==> config.mk <==
export PLATFORM = sky130hd
export DESIGN_NAME = versatile_interface_adapter_unit
export DESIGN_NICKNAME = d
export VERILOG_FILES = /design/src/hdl/via_pkg.sv /design/src/hdl/via_timer.sv /design/src/hdl/via_core.sv /design/src/hdl/versatile_interface_adapter_unit.sv
export SDC_FILE = /design/constraint.sdc
export NUM_CORES = 1
export LEC_CHECK = 0
export BUFFER_PORTS_ARGS = -buffer_cell sky130_fd_sc_hd__clkbuf_2
export CAP_MARGIN = 20
export CORE_ASPECT_RATIO = 2
export CORE_MARGIN = 8
export CORE_UTILIZATION = 58
export CTS_BUF_LIST = sky130_fd_sc_hd__clkbuf_8 sky130_fd_sc_hd__clkbuf_16
export DETAILED_ROUTE_END_ITERATION = 8
export PLACE_DENSITY_LB_ADDON = 0.08
export SYNTH_ARGS = -nofsm -noshare
export SYNTH_HDL_FRONTEND = slang
export SYNTH_SLANG_ARGS = --single-unit
==> constraint.sdc <==
create_clock -name clk -period 4.1 [get_ports clk]
set_input_delay 1.025 -clock clk [delete_from_list [all_inputs] [get_ports clk]]
set_output_delay 1.025 -clock clk [all_outputs]
set_load 0.02 [all_outputs]
==> src/hdl/via_pkg.sv <==
// Shared types and constants for the versatile interface adapter.
// No dependencies; imported by every module of the block.
package via_pkg;

  typedef enum logic [1:0] {
    CMD_READ  = 2'd0,
    CMD_WRITE = 2'd1,
    CMD_TICK  = 2'd2,
    CMD_NONE  = 2'd3
  } cmd_t;

  // register map, index = bus_address[12:9]
  localparam logic [3:0] REG_ORB    = 4'd0;
  localparam logic [3:0] REG_ORA    = 4'd1;
  localparam logic [3:0] REG_DDRB   = 4'd2;
  localparam logic [3:0] REG_DDRA   = 4'd3;
  localparam logic [3:0] REG_T1CL   = 4'd4;
  localparam logic [3:0] REG_T1CH   = 4'd5;
  localparam logic [3:0] REG_T1LL   = 4'd6;
  localparam logic [3:0] REG_T1LH   = 4'd7;
  localparam logic [3:0] REG_T2CL   = 4'd8;
  localparam logic [3:0] REG_T2CH   = 4'd9;
  localparam logic [3:0] REG_SR     = 4'd10;
  localparam logic [3:0] REG_ACR    = 4'd11;
  localparam logic [3:0] REG_PCR    = 4'd12;
  localparam logic [3:0] REG_IFR    = 4'd13;
  localparam logic [3:0] REG_IER    = 4'd14;
  localparam logic [3:0] REG_ORA_NH = 4'd15;

  localparam int FLAG_T1     = 6;
  localparam int FLAG_T2     = 5;
  localparam int ACR_T1_FREE = 6;
  localparam int ACR_T2_HOLD = 5;
  localparam int IER_SET     = 7;

  localparam int CNT_W   = 32;
  localparam int LATCH_W = 16;
  localparam int FLAG_W  = 7;

  typedef struct packed {
    cmd_t       cmd;
    logic [3:0] idx;
    logic [7:0] wdata;
    logic [7:0] cycles;
    logic [7:0] pa_pins;
    logic [7:0] pb_pins;
  } item_t;

  typedef struct packed {
    logic [7:0] rdata;
    logic       irq;
    logic [7:0] pa_drive;
    logic [7:0] pa_dir;
    logic [7:0] pb_drive;
    logic [7:0] pb_dir;
  } result_t;

endpackage

==> src/hdl/via_timer.sv <==
// One timer's count-down for a tick item: subtract, expiry test, reload.
// Depends on via_pkg.
module via_timer
  import via_pkg::*;
(
  input  logic [CNT_W-1:0]   count,
  input  logic [7:0]         cycles,
  input  logic               reload_en,
  input  logic [LATCH_W-1:0] latch,
  output logic [CNT_W-1:0]   count_next,
  output logic               expired
);

  logic [CNT_W-1:0] diff;
  logic             was_pos;
  logic             now_nonpos;

  always_comb begin
    diff       = count - {{(CNT_W-8){1'b0}}, cycles};
    was_pos    = (count != '0) && !count[CNT_W-1];
    now_nonpos = (diff == '0) || diff[CNT_W-1];
    expired    = was_pos && now_nonpos;
    // free-run mode adds the latch back once on expiry
    if (expired && reload_en) begin
      count_next = diff + {{(CNT_W-LATCH_W){1'b0}}, latch};
    end else begin
      count_next = diff;
    end
  end

endmodule

==> src/hdl/via_core.sv <==
// Register file and per-item update of the adapter: bus decode, timers, flags.
// Depends on via_pkg and via_timer.
module via_core
  import via_pkg::*;
(
  input  logic    clk,
  input  logic    rst,
  input  logic    step,
  input  item_t   item,
  output result_t result
);

  logic [7:0]         out_a, out_b, dir_a, dir_b;
  logic [CNT_W-1:0]   t1_count, t2_count;
  logic [LATCH_W-1:0] t1_latch, t2_latch;
  logic [7:0]         shift_byte, aux_control, periph_control;
  logic [FLAG_W-1:0]  irq_flags, irq_enables;

  logic [7:0]         out_a_next, out_b_next, dir_a_next, dir_b_next;
  logic [CNT_W-1:0]   t1_count_next, t2_count_next;
  logic [LATCH_W-1:0] t1_latch_next, t2_latch_next;
  logic [7:0]         shift_byte_next, aux_control_next, periph_control_next;
  logic [FLAG_W-1:0]  irq_flags_next, irq_enables_next;
  logic [7:0]         rdata;

  logic [CNT_W-1:0]   t1_tick, t2_tick;
  logic               t1_exp, t2_exp;

  via_timer u_t1 (
    .count      (t1_count),
    .cycles     (item.cycles),
    .reload_en  (aux_control[ACR_T1_FREE]),
    .latch      (t1_latch),
    .count_next (t1_tick),
    .expired    (t1_exp)
  );

  via_timer u_t2 (
    .count      (t2_count),
    .cycles     (item.cycles),
    .reload_en  (1'b0),
    .latch      (t2_latch),
    .count_next (t2_tick),
    .expired    (t2_exp)
  );

  always_comb begin
    out_a_next          = out_a;
    out_b_next          = out_b;
    dir_a_next          = dir_a;
    dir_b_next          = dir_b;
    t1_count_next       = t1_count;
    t2_count_next       = t2_count;
    t1_latch_next       = t1_latch;
    t2_latch_next       = t2_latch;
    shift_byte_next     = shift_byte;
    aux_control_next    = aux_control;
    periph_control_next = periph_control;
    irq_flags_next      = irq_flags;
    irq_enables_next    = irq_enables;
    rdata               = '0;

    case (item.cmd)
      CMD_READ: begin
        case (item.idx)
          REG_ORB:             rdata = (out_b & dir_b) | (item.pb_pins & ~dir_b);
          REG_ORA, REG_ORA_NH: rdata = (out_a & dir_a) | (item.pa_pins & ~dir_a);
          REG_DDRB:            rdata = dir_b;
          REG_DDRA:            rdata = dir_a;
          REG_T1CL: begin
            rdata                   = t1_count[7:0];
            irq_flags_next[FLAG_T1] = 1'b0;
          end
          REG_T1CH:            rdata = t1_count[15:8];
          REG_T1LL:            rdata = t1_latch[7:0];
          REG_T1LH:            rdata = t1_latch[15:8];
          REG_T2CL: begin
            rdata                   = t2_count[7:0];
            irq_flags_next[FLAG_T2] = 1'b0;
          end
          REG_T2CH:            rdata = t2_count[15:8];
          REG_SR:              rdata = shift_byte;
          REG_ACR:             rdata = aux_control;
          REG_PCR:             rdata = periph_control;
          REG_IFR:             rdata = {|(irq_flags & irq_enables), irq_flags};
          default:             rdata = {1'b1, irq_enables};
        endcase
      end
      CMD_WRITE: begin
        case (item.idx)
          REG_ORB:             out_b_next = item.wdata;
          REG_ORA, REG_ORA_NH: out_a_next = item.wdata;
          REG_DDRB:            dir_b_next = item.wdata;
          REG_DDRA:            dir_a_next = item.wdata;
          REG_T1CL, REG_T1LL:  t1_latch_next = {t1_latch[15:8], item.wdata};
          REG_T1CH: begin
            t1_latch_next           = {item.wdata, t1_latch[7:0]};
            t1_count_next           = {{(CNT_W-LATCH_W){1'b0}}, item.wdata,
                                       t1_latch[7:0]};
            irq_flags_next[FLAG_T1] = 1'b0;
          end
          REG_T1LH:            t1_latch_next = {item.wdata, t1_latch[7:0]};
          REG_T2CL:            t2_latch_next = {t2_latch[15:8], item.wdata};
          REG_T2CH: begin
            t2_count_next           = {{(CNT_W-LATCH_W){1'b0}}, item.wdata,
                                       t2_latch[7:0]};
            irq_flags_next[FLAG_T2] = 1'b0;
          end
          REG_SR:              shift_byte_next = item.wdata;
          REG_ACR:             aux_control_next = item.wdata;
          REG_PCR:             periph_control_next = item.wdata;
          REG_IFR:             irq_flags_next = irq_flags & ~item.wdata[FLAG_W-1:0];
          default: begin
            if (item.wdata[IER_SET]) begin
              irq_enables_next = irq_enables | item.wdata[FLAG_W-1:0];
            end else begin
              irq_enables_next = irq_enables & ~item.wdata[FLAG_W-1:0];
            end
          end
        endcase
      end
      CMD_TICK: begin
        t1_count_next = t1_tick;
        if (t1_exp) begin
          irq_flags_next[FLAG_T1] = 1'b1;
        end
        // timer 2 holds while ACR bit 5 is set
        if (!aux_control[ACR_T2_HOLD]) begin
          t2_count_next = t2_tick;
          if (t2_exp) begin
            irq_flags_next[FLAG_T2] = 1'b1;
          end
        end
      end
      default: ;
    endcase

    result.rdata    = rdata;
    result.irq      = |(irq_flags_next & irq_enables_next);
    result.pa_drive = out_a_next;
    result.pa_dir   = dir_a_next;
    result.pb_drive = out_b_next;
    result.pb_dir   = dir_b_next;
  end

  always_ff @(posedge clk) begin
    if (rst) begin
      out_a          <= '0;
      out_b          <= '0;
      dir_a          <= '0;
      dir_b          <= '0;
      t1_count       <= '0;
      t2_count       <= '0;
      t1_latch       <= '0;
      t2_latch       <= '0;
      shift_byte     <= '0;
      aux_control    <= '0;
      periph_control <= '0;
      irq_flags      <= '0;
      irq_enables    <= '0;
    end else if (step) begin
      out_a          <= out_a_next;
      out_b          <= out_b_next;
      dir_a          <= dir_a_next;
      dir_b          <= dir_b_next;
      t1_count       <= t1_count_next;
      t2_count       <= t2_count_next;
      t1_latch       <= t1_latch_next;
      t2_latch       <= t2_latch_next;
      shift_byte     <= shift_byte_next;
      aux_control    <= aux_control_next;
      periph_control <= periph_control_next;
      irq_flags      <= irq_flags_next;
      irq_enables    <= irq_enables_next;
    end
  end

endmodule

==> src/hdl/versatile_interface_adapter_unit.sv <==
// Versatile interface adapter, top level: input register, core, result register.
// Depends on via_pkg and via_core.
//
// Usage:
//   Input channel (in_valid/in_ready) carries one item: a bus read, a bus write
//   or a timer tick (cmd), with address, write byte, tick length and the pin
//   levels of both ports. Output channel (out_valid/out_ready) returns one
//   result per item: read byte (zero unless a read), interrupt line and the
//   port output and direction registers as they stand after the item.
//   Throughput: one item per clock while the receiver does not stall; the whole
//   register update is one pass through the core between the input register
//   and the result register, and out_valid rises once the result is registered.
//   Reset (rst, synchronous) clears all adapter registers, timers and flags
//   and empties both pipeline registers.
//   When the receiver stalls, the result register holds, the item in the input
//   register waits, and in_ready falls once both are full; no item is lost.
module versatile_interface_adapter_unit
  import via_pkg::*;
(
  input  logic        clk,
  input  logic        rst,
  input  logic        in_valid,
  output logic        in_ready,
  input  logic [1:0]  cmd,
  input  logic [12:0] bus_address,
  input  logic [7:0]  write_data,
  input  logic [7:0]  tick_cycles,
  input  logic [7:0]  port_a_pins,
  input  logic [7:0]  port_b_pins,
  output logic        out_valid,
  input  logic        out_ready,
  output logic [7:0]  read_data,
  output logic        irq_line,
  output logic [7:0]  port_a_drive,
  output logic [7:0]  port_a_dir,
  output logic [7:0]  port_b_drive,
  output logic [7:0]  port_b_dir
);

  logic    s1_valid;
  item_t   s1_item;
  logic    s1_adv;
  logic    step;
  result_t core_res;
  result_t res;

  assign s1_adv   = !out_valid || out_ready;
  assign step     = s1_valid && s1_adv;
  assign in_ready = !s1_valid || s1_adv;

  via_core u_core (
    .clk    (clk),
    .rst    (rst),
    .step   (step),
    .item   (s1_item),
    .result (core_res)
  );

  always_ff @(posedge clk) begin
    if (rst) begin
      s1_valid  <= 1'b0;
      out_valid <= 1'b0;
    end else begin
      if (in_ready) begin
        s1_valid <= in_valid;
      end
      if (s1_adv) begin
        out_valid <= s1_valid;
      end
    end
  end

  always_ff @(posedge clk) begin
    if (in_valid && in_ready) begin
      s1_item.cmd     <= cmd_t'(cmd);
      s1_item.idx     <= bus_address[12:9];
      s1_item.wdata   <= write_data;
      s1_item.cycles  <= tick_cycles;
      s1_item.pa_pins <= port_a_pins;
      s1_item.pb_pins <= port_b_pins;
    end
    if (step) begin
      res <= core_res;
    end
  end

  assign read_data    = res.rdata;
  assign irq_line     = res.irq;
  assign port_a_drive = res.pa_drive;
  assign port_a_dir   = res.pa_dir;
  assign port_b_drive = res.pb_drive;
  assign port_b_dir   = res.pb_dir;

  a_ready_when_empty: assert property (@(posedge clk) disable iff (rst)
    !s1_valid |-> in_ready)
    else $error("in_ready low with empty input register");

  a_hold_stalled: assert property (@(posedge clk) disable iff (rst)
    s1_valid && !s1_adv |=> s1_valid && $stable(s1_item))
    else $error("stalled item lost or changed");

  a_out_from_step: assert property (@(posedge clk) disable iff (rst)
    $rose(out_valid) |-> $past(s1_valid))
    else $error("result appeared without an item");

  a_rdata_zero: assert property (@(posedge clk) disable iff (rst)
    step && s1_item.cmd != CMD_READ |=> read_data == '0)
    else $error("nonzero read byte for a non-read item");

endmodule

-- Word-level counts from Yosys, hierarchy flattened
Index checks and enable logic that the tools add are counted.
- flip-flop bits (word level): 239
- word-level logic and storage cells: 131
- input bits: 51
- output and inout bits: 43
- equal/unequal tests: 19
- reductions and logical operators: 36
- mux-type cells: 29
- add/sub/neg operators: 3
- bitwise gates (word level): 16
- operator list (kind ; number):
    $mux W32 ; 4
    $pmux W32 S2 ; 2
    $pmux W8 S14 ; 1
    $logic_not A32 Y1 ; 2
    $mux W8 ; 8
    $reduce_bool A32 Y1 ; 2
    $sub A32 B8 Y32 ; 2
    $add A32 B16 Y32 ; 1
    $and A8 B8 Y8 ; 4
    $pmux W16 S2 ; 1
    $and A7 B7 Y7 ; 4
    $eq A4 B4 Y1 const B ; 7
    $mux W7 ; 3
    $eq A4 B3 Y1 const B ; 4
    $not A8 Y8 ; 2
    $or A8 B8 Y8 ; 2
    $reduce_and A3 Y1 ; 5
    $reduce_or A15 Y1 ; 1
    $reduce_or A7 Y1 ; 2
    $reduce_and A4 Y1 ; 3
    $mux W5 ; 2
    $eq A4 B2 Y1 const B ; 2
    $logic_and A1 B1 Y1 ; 7
    $not A7 Y7 ; 1
    15 further kinds ; 31

-- Logic depth before layout (Yosys ltp)
Gate-level depths: netlist of run 1.
- depth after elaboration: 9
- gate-level depth with buffers: 18
- depth with buffers taken out: 18

-- Modules after synthesis
From an unflattened synthesis of run 1, not the netlist that was laid out.
- cell total of the unflattened synthesis: 1787
- area total of the unflattened synthesis: 15890.2 um2
- modules (own cells, without submodules) (module ; times used ; area an instance (um2) ; seq. area each (um2) ; cells an instance):
    via_core ; 1 ; 8281.7 ; 3163.0 ; 976
    via_timer at u_core.u_t2 ; 1 ; 2571.2 ; 0.0 ; 359
    via_timer at u_core.u_t1 ; 1 ; 2561.2 ; 0.0 ; 363
    versatile_interface_adapter_unit ; 1 ; 2476.1 ; 2412.3 ; 89

-- Least setup slack after synthesis of run 1
Ideal clock, no wire load.
- path kind: reg2reg
- from: register u_core.t1_count[0]
- to: register u_core.t1_count[25]
- path buffers: 0
- required time: 4.013 ns
- path slack: 0.347 ns
- arrival: 3.666 ns
- setup time: 0.087 ns
- clock period less this slack: 3.753 ns
- stages on the path, launching flop included: 18
- path through: dfxtp_1 inv_1 ha_1 inv_1 fa_1 a211oi_1 nor3_1 nor3_1 xor2_1 ha_1 a21o_1 a21o_1 a211o_1 and3b_1 a31oi_1 a211o_1 o31ai_4 o31ai_1
- cells in the longest elaborated chain, start to end: 7
- elaborated cells between the ends (all ways): 10
- those cells by class: 2 x add/sub; 2 x mux; 6 x reduce/logical
- RTL lines (what ; line ; text):
    start, declared ; via_core.sv:14 ; logic [CNT_W-1:0] t1_count, t2_count;
    start signal, assigned ; via_core.sv:166 ; t1_count <= t1_count_next;
    parallel branches: the longest is 5 deep, another holds $sub A32 B8 Y32 ; - ;
    $mux W32 * ; via_timer.sv:24 ; if (expired && reload_en) begin
    $pmux W32 S2 * ; via_core.sv:63 ; case (item.cmd)
Mark *: on every way between the ends.
A chain may end at the register's enable or synchronous reset.

-- Final worst setup path of run 1
- from: register u_core.t1_count[0]
- to: register u_core.t1_count[18]
Same word-level chain as after synthesis.

==> results of run 1 <==
-- Yosys cell counts, drive strengths merged (8+ instances only) --
library cell	count
and2	16
o211ai	21
ha	32
o31ai	17
a21o	17
o21ai	89
buf	13
and4	8
clkbuf	86
a211oi	12
nand2b	15
a31oi	25
nand3	29
nor2	217
a22oi	18
nor2b	16
nand4	21
edfxtp	79
and3	10
mux2	38
xnor2	20
nor3	73
or4	10
nand2	168
mux2i	73
nor4	23
a21oi	76
or3	18
inv	29
o22ai	9
a22o	11
xor2	17
dfxtp	160
-- report_power, final --
| group | leakage (uW) | total [uW] | internal [uW] | switching, uW |
|---|---|---|---|---|
| clock | 0.000384 | 2180 | 1220 | 958 |
| sequential | 0.00206 | 2640 | 2540 | 105 |
| combinational | 0.00406 | 1410 | 551 | 862 |
| total | 0.00651 | 6230 | 4310 | 1930 |
-- metal layers --
layer,up-vias,track usage [%],wire length (um)
li1,6081,-,-
met1,6375,33.2,17300
met2,600,61.1,25900
met3,251,6.77,3180
met4,0,32.5,5400
met5,-,0,0
-- worst min-delay path: cells and delay by family, from the launching register on --
family / cells / cell delay, ps
flops: 1 / 330
simple gates: 1 / 50
compound gates: 1 / 50
-- cell type report --
cell class / instances / area share [%]
clock inverter: 17 / 1.10
inverter: 31 / 0.729
timing repair buffer: 209 / 8.71
tap: 283 / 2.22
sequential: 239 / 34.9
clock buffer: 23 / 3.61
multi-input combinational: 1209 / 48.7
-- repair_timing --
action                                  in CTS  in global routing
endpoints found under the setup margin      13                 26
hold buffers                                 0                  0
setup buffers                                0                 10
gates resized for setup                      9                 39
pin swaps                                    6                 12
-- kinds of logic (layout without fill, tap and decap cells) --
group,Yosys count,count (layout),synth area share (%)
XOR/XNOR,37,37,2.38
AO/OA/AOI/OAI,375,375,18.5
flip-flops,239,239,40.9
adder cells (fa/ha/maj),35,35,3.38
buffers and inverters,130,280,3.63
multiplexers,111,111,8.50
AND/OR/NAND/NOR,651,651,22.7
-- state kept, by name, indices dropped and copies added (netlist names), 16 cells and up --
register and cells:
s1_item 38, u_core.t1_count 32, u_core.t2_count 32, u_core.t1_latch 16
-- worst paths after layout --
path         slack (ps)                   to                start
min reg2reg         470  u_core.t1_count[29]  u_core.t1_count[29]
max                  80  u_core.t1_count[18]   u_core.t1_count[0]
min                 470  u_core.t1_count[29]  u_core.t1_count[29]
max reg2reg          80  u_core.t1_count[18]   u_core.t1_count[0]
-- metrics by stage --
step	setup WS [ps]	cells	power [uW]	cell area (um^2)	hold WS (ps)
5_1_grt	-124	2011	6440	16000	494
2_1_floorplan	347	1578	3490	13600	435
6_report	82.7	2011	6230	16000	472
3_3_place_gp	-135	1961	3990	14900	454
3_5_place_dp	-162	1961	4010	14900	466
4_1_cts	1.14	2001	6160	15700	478
==> flow_summary_export.csv, run 1 <==
group,metric,value,unit
synth,yosysTopAreaCell,"dfxtp_1",
drt,vias,13300,
placed_design,dp_hpwl,37800,um
min_path,whs_path_depth,2,
cells_and_area,fill_cells,1941,
cells_and_area,final_util,68.7,%
synth,yosysTopAreaCellShare,23.5,%
die,row_count,79,
timing,clock_skew,30.6,ps
clocking,htreeDepth,1,
cells_and_area,fin_nets,1799,
global_routing,grt_pass1_wl,77000,um
clocking,root_buffer,"clkbuf_16",
synth,synth_nets,1664,
timing,finalSetupViolCount,0,
clocking,clock_latency,540,ps
setup_path,worst_setup_path_end_kind,"register",
synth,synth_edf_count,79,
timing,timing.setup.tns,0,ps
drt,drc,0,
clocking,tritoncts,"built",
synth,syn-mean-instance-area,8.63,um^2
cells_and_area,drive_gt1_share,19.7,%
cells_and_area,layout_common_cells,"nor2_1 (215), nand2_1 (167), dfxtp_1 (160)",
drt,first_iter_violations,1127,
die,dieWidth,124,um
power_and_ir_drop,power.density,391,nW/um^2
drt,wl_per_cell,25.7,um
setup_path,path_class,"register to register",
synth,netlist_instances,1578,
cells_and_area,diodes,0,
cells_and_area,final_common_cell,"nor2_1",
timing,finalCritPeriodShare,98.0,%
run,max-cap-violations,0,
min_path,min_path_type,"register to register",
power_and_ir_drop,ir_worst_vdd,0.439,mV
synth,ys_warn_count,0,
setup_path,crit_required,4500,ps
synth,synth_cell_types,82,
timing,period_minus_slack,4020,ps
setup_path,reg2reg_depth,15,
synth,seq_area_frac_synth,40.9,%
setup_path,cpMostUsedCell,"inv_2",
power_and_ir_drop,p_leak,0.00651,uW
setup_path,max_stage_delay,560,ps
drt,drt_first_pass_iters,5,
setup_path,slowest_stage,"or4b_4",
die,core_area,23200,um^2
timing,tightest_slew,1050,ps
setup_path,cp_cell_sequence,"inv_2, ha_2, inv_2, fa_2, a211oi_2, buf_4, nor3_4, buf_6, or4b_4, a2111oi_4, a31oi_1, or4_4, or3_4, o31ai_4, o31ai_1",
synth,syn-cell-area,13600,um^2
drt,routed_wl,51800,um
die,die_h,233,um
synth,synth_seq_cells,239,
timing,max_freq,249,MHz
cells_and_area,multi_input_area,7780,um^2
die,start_util,58.7,%
synth,async_flop_share,0,%
timing,slew_headroom,30.0,%
die,die-area,29000,um^2
clocking,path_clk_slew,70,ps
setup_path,cp.depth,15,
die,pin_count,94,
placed_design,gp_congestion,1.02,
setup_path,path_max_fanout,5,
global_routing,grt_usage,34.6,%
timing,finalHoldViolations,0,
global_routing,grt_pass1_vias,13200,
setup_path,critPathBufInv,4,
global_routing,antenna_found_initial,0,
setup_path,cp_top_family,"simple AND/OR/NAND/NOR gates",
setup_path,cp-start-kind,"register",
drt,ant_nets,0,
timing,slew_viol_final,0,
global_routing,grt-ovfl-total,0,
synth,synth_area_leaders,"dfxtp_1 (24%), edfxtp_1 (17%), nor2_1 (6.0%), mux2i_1 (5.4%), nand2_1 (4.6%)",
cells_and_area,seq_area,5580,um^2
placed_design,port_buffers,84,
timing,rsz0062_at_grt,"yes",
synth,synthFlopType,"dfxtp_1",
drt,via_per_inst,6.62,
cells_and_area,area_delta_synth_final,17.2,%
clocking,cts_buffer_depth,3,
global_routing,grt_max_degree,74,
clocking,cts_buffers,23,
clocking,cts_sinks,239,
outcome,status,"finished, final reports clean",
setup_path,cp.arrival,4420,ps
Power figures use the tool's default switching activity.
==> inputs of run 2 (changes only) <==
--- a/config.mk
+++ b/config.mk
@@ -12,7 +12,7 @@
 export CORE_UTILIZATION = 58
 export CTS_BUF_LIST = sky130_fd_sc_hd__clkbuf_8 sky130_fd_sc_hd__clkbuf_16
 export DETAILED_ROUTE_END_ITERATION = 8
-export PLACE_DENSITY_LB_ADDON = 0.08
+export PLACE_DENSITY = 0.85
 export SYNTH_ARGS = -nofsm -noshare
 export SYNTH_HDL_FRONTEND = slang
 export SYNTH_SLANG_ARGS = --single-unit
==> flow_summary_export.csv, run 2 (synthesis gave the netlist of run 1 again) <==
group,metric,value,unit
outcome,status,"finished, final reports clean",
setup_path,crit_required,4510,ps
cells_and_area,top_regs,"s1_item (38), u_core.t1_count (32), u_core.t2_count (32)",
die,core_area,23200,um^2
placed_design,pre_cts_ws,-267,ps
setup_path,cp-start-kind,"register",
global_routing,antenna_found_initial,0,
cells_and_area,final_area,16000,um^2
timing,finalCritPeriodShare,99.2,%
drt,via_per_inst,6.73,
drt,wl_per_cell,26.0,um
clocking,cts_buffer_depth,3,
setup_path,path_class,"register to register",
cells_and_area,fill_cells,1873,
die,die-area,29000,um^2
placed_design,dp_hpwl,37500,um
die,pin_count,94,
drt,ant_nets,0,
drt,drc,0,
global_routing,grt_pass1_vias,13600,
cells_and_area,final_common_cell,"nor2_1",
timing,max_freq,246,MHz
setup_path,regToRegSetupSlack,30,ps
clocking,tritoncts,"built",
clocking,cts-hold-fix-buffers,0,
run,max-cap-violations,0,
drt,routed_wl,52500,um
global_routing,grt_pass1_wl,78000,um
power_and_ir_drop,finalPower,6300,uW
die,dieWidth,124,um
die,start_util,58.7,%
cells_and_area,largest_reg_flops,38,
cells_and_area,diodes,0,
power_and_ir_drop,p_leak,0.00654,uW
setup_path,reg2reg_depth,15,
cells_and_area,drive_gt1_share,20.1,%
timing,rsz0062_at_grt,"yes",
setup_path,r2r_start,"u_core.t1_count[0]",
placed_design,gp_congestion,1.07,
timing,finalHoldViolations,0,
min_path,min_path_type,"register to register",
power_and_ir_drop,ir_worst_vdd,0.480,mV
die,die_h,233,um
clocking,root_buffer,"clkbuf_16",
setup_path,path_max_fanout,6,
setup_path,cp.arrival,4480,ps
timing,slew_viol_final,0,
cells_and_area,fin_nets,1808,
drt,first_iter_violations,1244,
min_path,whs_path_depth,2,
timing,finalSetupViolCount,0,
timing,fin_ws,34.2,ps
timing,clock_skew,14.3,ps
cells_and_area,seq_area,5580,um^2
clocking,path_clk_slew,70,ps
clocking,cts_buffers,23,
clocking,cts_sinks,239,
timing,slew_headroom,26.8,%
timing,tightest_slew,1100,ps
cells_and_area,area_delta_synth_final,17.7,%
cells_and_area,layout_common_cells,"nor2_1 (215), nand2_1 (168), dfxtp_1 (160)",
timing,period_minus_slack,4070,ps
power_and_ir_drop,power.density,393,nW/um^2
global_routing,grt_usage,34.9,%
global_routing,grt-ovfl-total,0,
min_path,holdPathEnd,"u_core.t1_count[29]",
clocking,htreeDepth,1,
global_routing,grt_max_degree,80,
setup_path,regToRegEndpoint,"u_core.t1_count[22]",
clocking,clock_latency,550,ps
placed_design,port_buffers,84,
min_path,min_from,"u_core.t1_count[29]",
cells_and_area,top_register,"s1_item",
placed_design,dpl_cell_area,15000,um^2
drt,drt_first_pass_iters,6,
cells_and_area,multi_input_area,7770,um^2
setup_path,worst_setup_path_end_kind,"register",
setup_path,startpoint,"u_core.t1_count[0]",
die,row_count,79,
drt,vias,13600,
==> run 2: changes by cell type in the layout (fill, tap and decap cells not counted), sizes merged <==
cell | previous run | this run
buf | 126 | 135
bufinv | 3 | 2
clkbuf | 106 | 108
clkinv | 10 | 7
clkinvlp | 1 | 4
==> run 2: layer usage <==
metal / wire length (um) / global-route usage (%) / share of wire [%] / vias up
met5: 0 / 0 / 0 / -
met4: 5930 / 36.4 / 11 / 0
met3: 4070 / 7.25 / 7.8 / 299
met2: 25700 / 60.3 / 49 / 742
met1: 16800 / 33.1 / 32 / 6488
li1: - / - / - / 6082
==> run 2: critical path, stage by stage (launching register included) <==
cell       delay, ps
dfxtp_1          310
inv_1             70
ha_2             190
inv_2             40
fa_2             360
a211oi_2         240
buf_4            170
nor3_4            50
buf_6            150
or4b_4           560
a2111oi_4        300
a31oi_1          100
or4_4            550
or3_4            370
o31ai_4          320
o31ai_1          140
==> run 2: worst max-delay path by stage <==
stage,to,slack [ps]
6_report,u_core.t1_count[22],30
5_1_grt,u_core.t1_count[24],-80
2_1_floorplan,u_core.t1_count[25],350
3_5_place_dp,u_core.t1_count[24],-270
3_3_place_gp,u_core.t1_count[24],-220
4_1_cts,u_core.t1_count[24],10
==> run 2: what timing repair did <==
item | in CTS | in global routing
hold endpoints to repair | 0 | 0
pin swaps | 5 | 15
endpoints found under the setup margin | 18 | 25
gates resized for setup | 9 | 34
gates cloned | 0 | 0
setup buffers | 1 | 8
==> run 2: final cells by class <==
class                   instances  area share, %
clock buffers                  25           3.76
repair buffers                218           9.09
inverters                      31          0.726
clock inverters                16          0.983
well taps                     283           2.21
flip-flops and latches        239           34.8
multi-input cells            1209           48.5
==> run 2: report_power, final <==
part           internal [uW]  leakage [uW]  switching (uW)
registers               2540       0.00206            95.4
clock network           1210      0.000365             996
logic                    552       0.00412             910
==> run 2: stage by stage <==
| stage | instances | util [%] | TNS (ps) | hold slack (ps) |
|---|---|---|---|---|
| after global routing | 2021 | 69.0 | -506 | 496 |
| after floorplan | 1578 | - | 0 | 435 |
| final | 2021 | 69.0 | 0 | 476 |
| after global placement | 1970 | 64.5 | -1860 | 459 |
| after detailed placement | 1970 | 64.5 | -2660 | 462 |
| after CTS | 2012 | 67.9 | 0 | 474 |
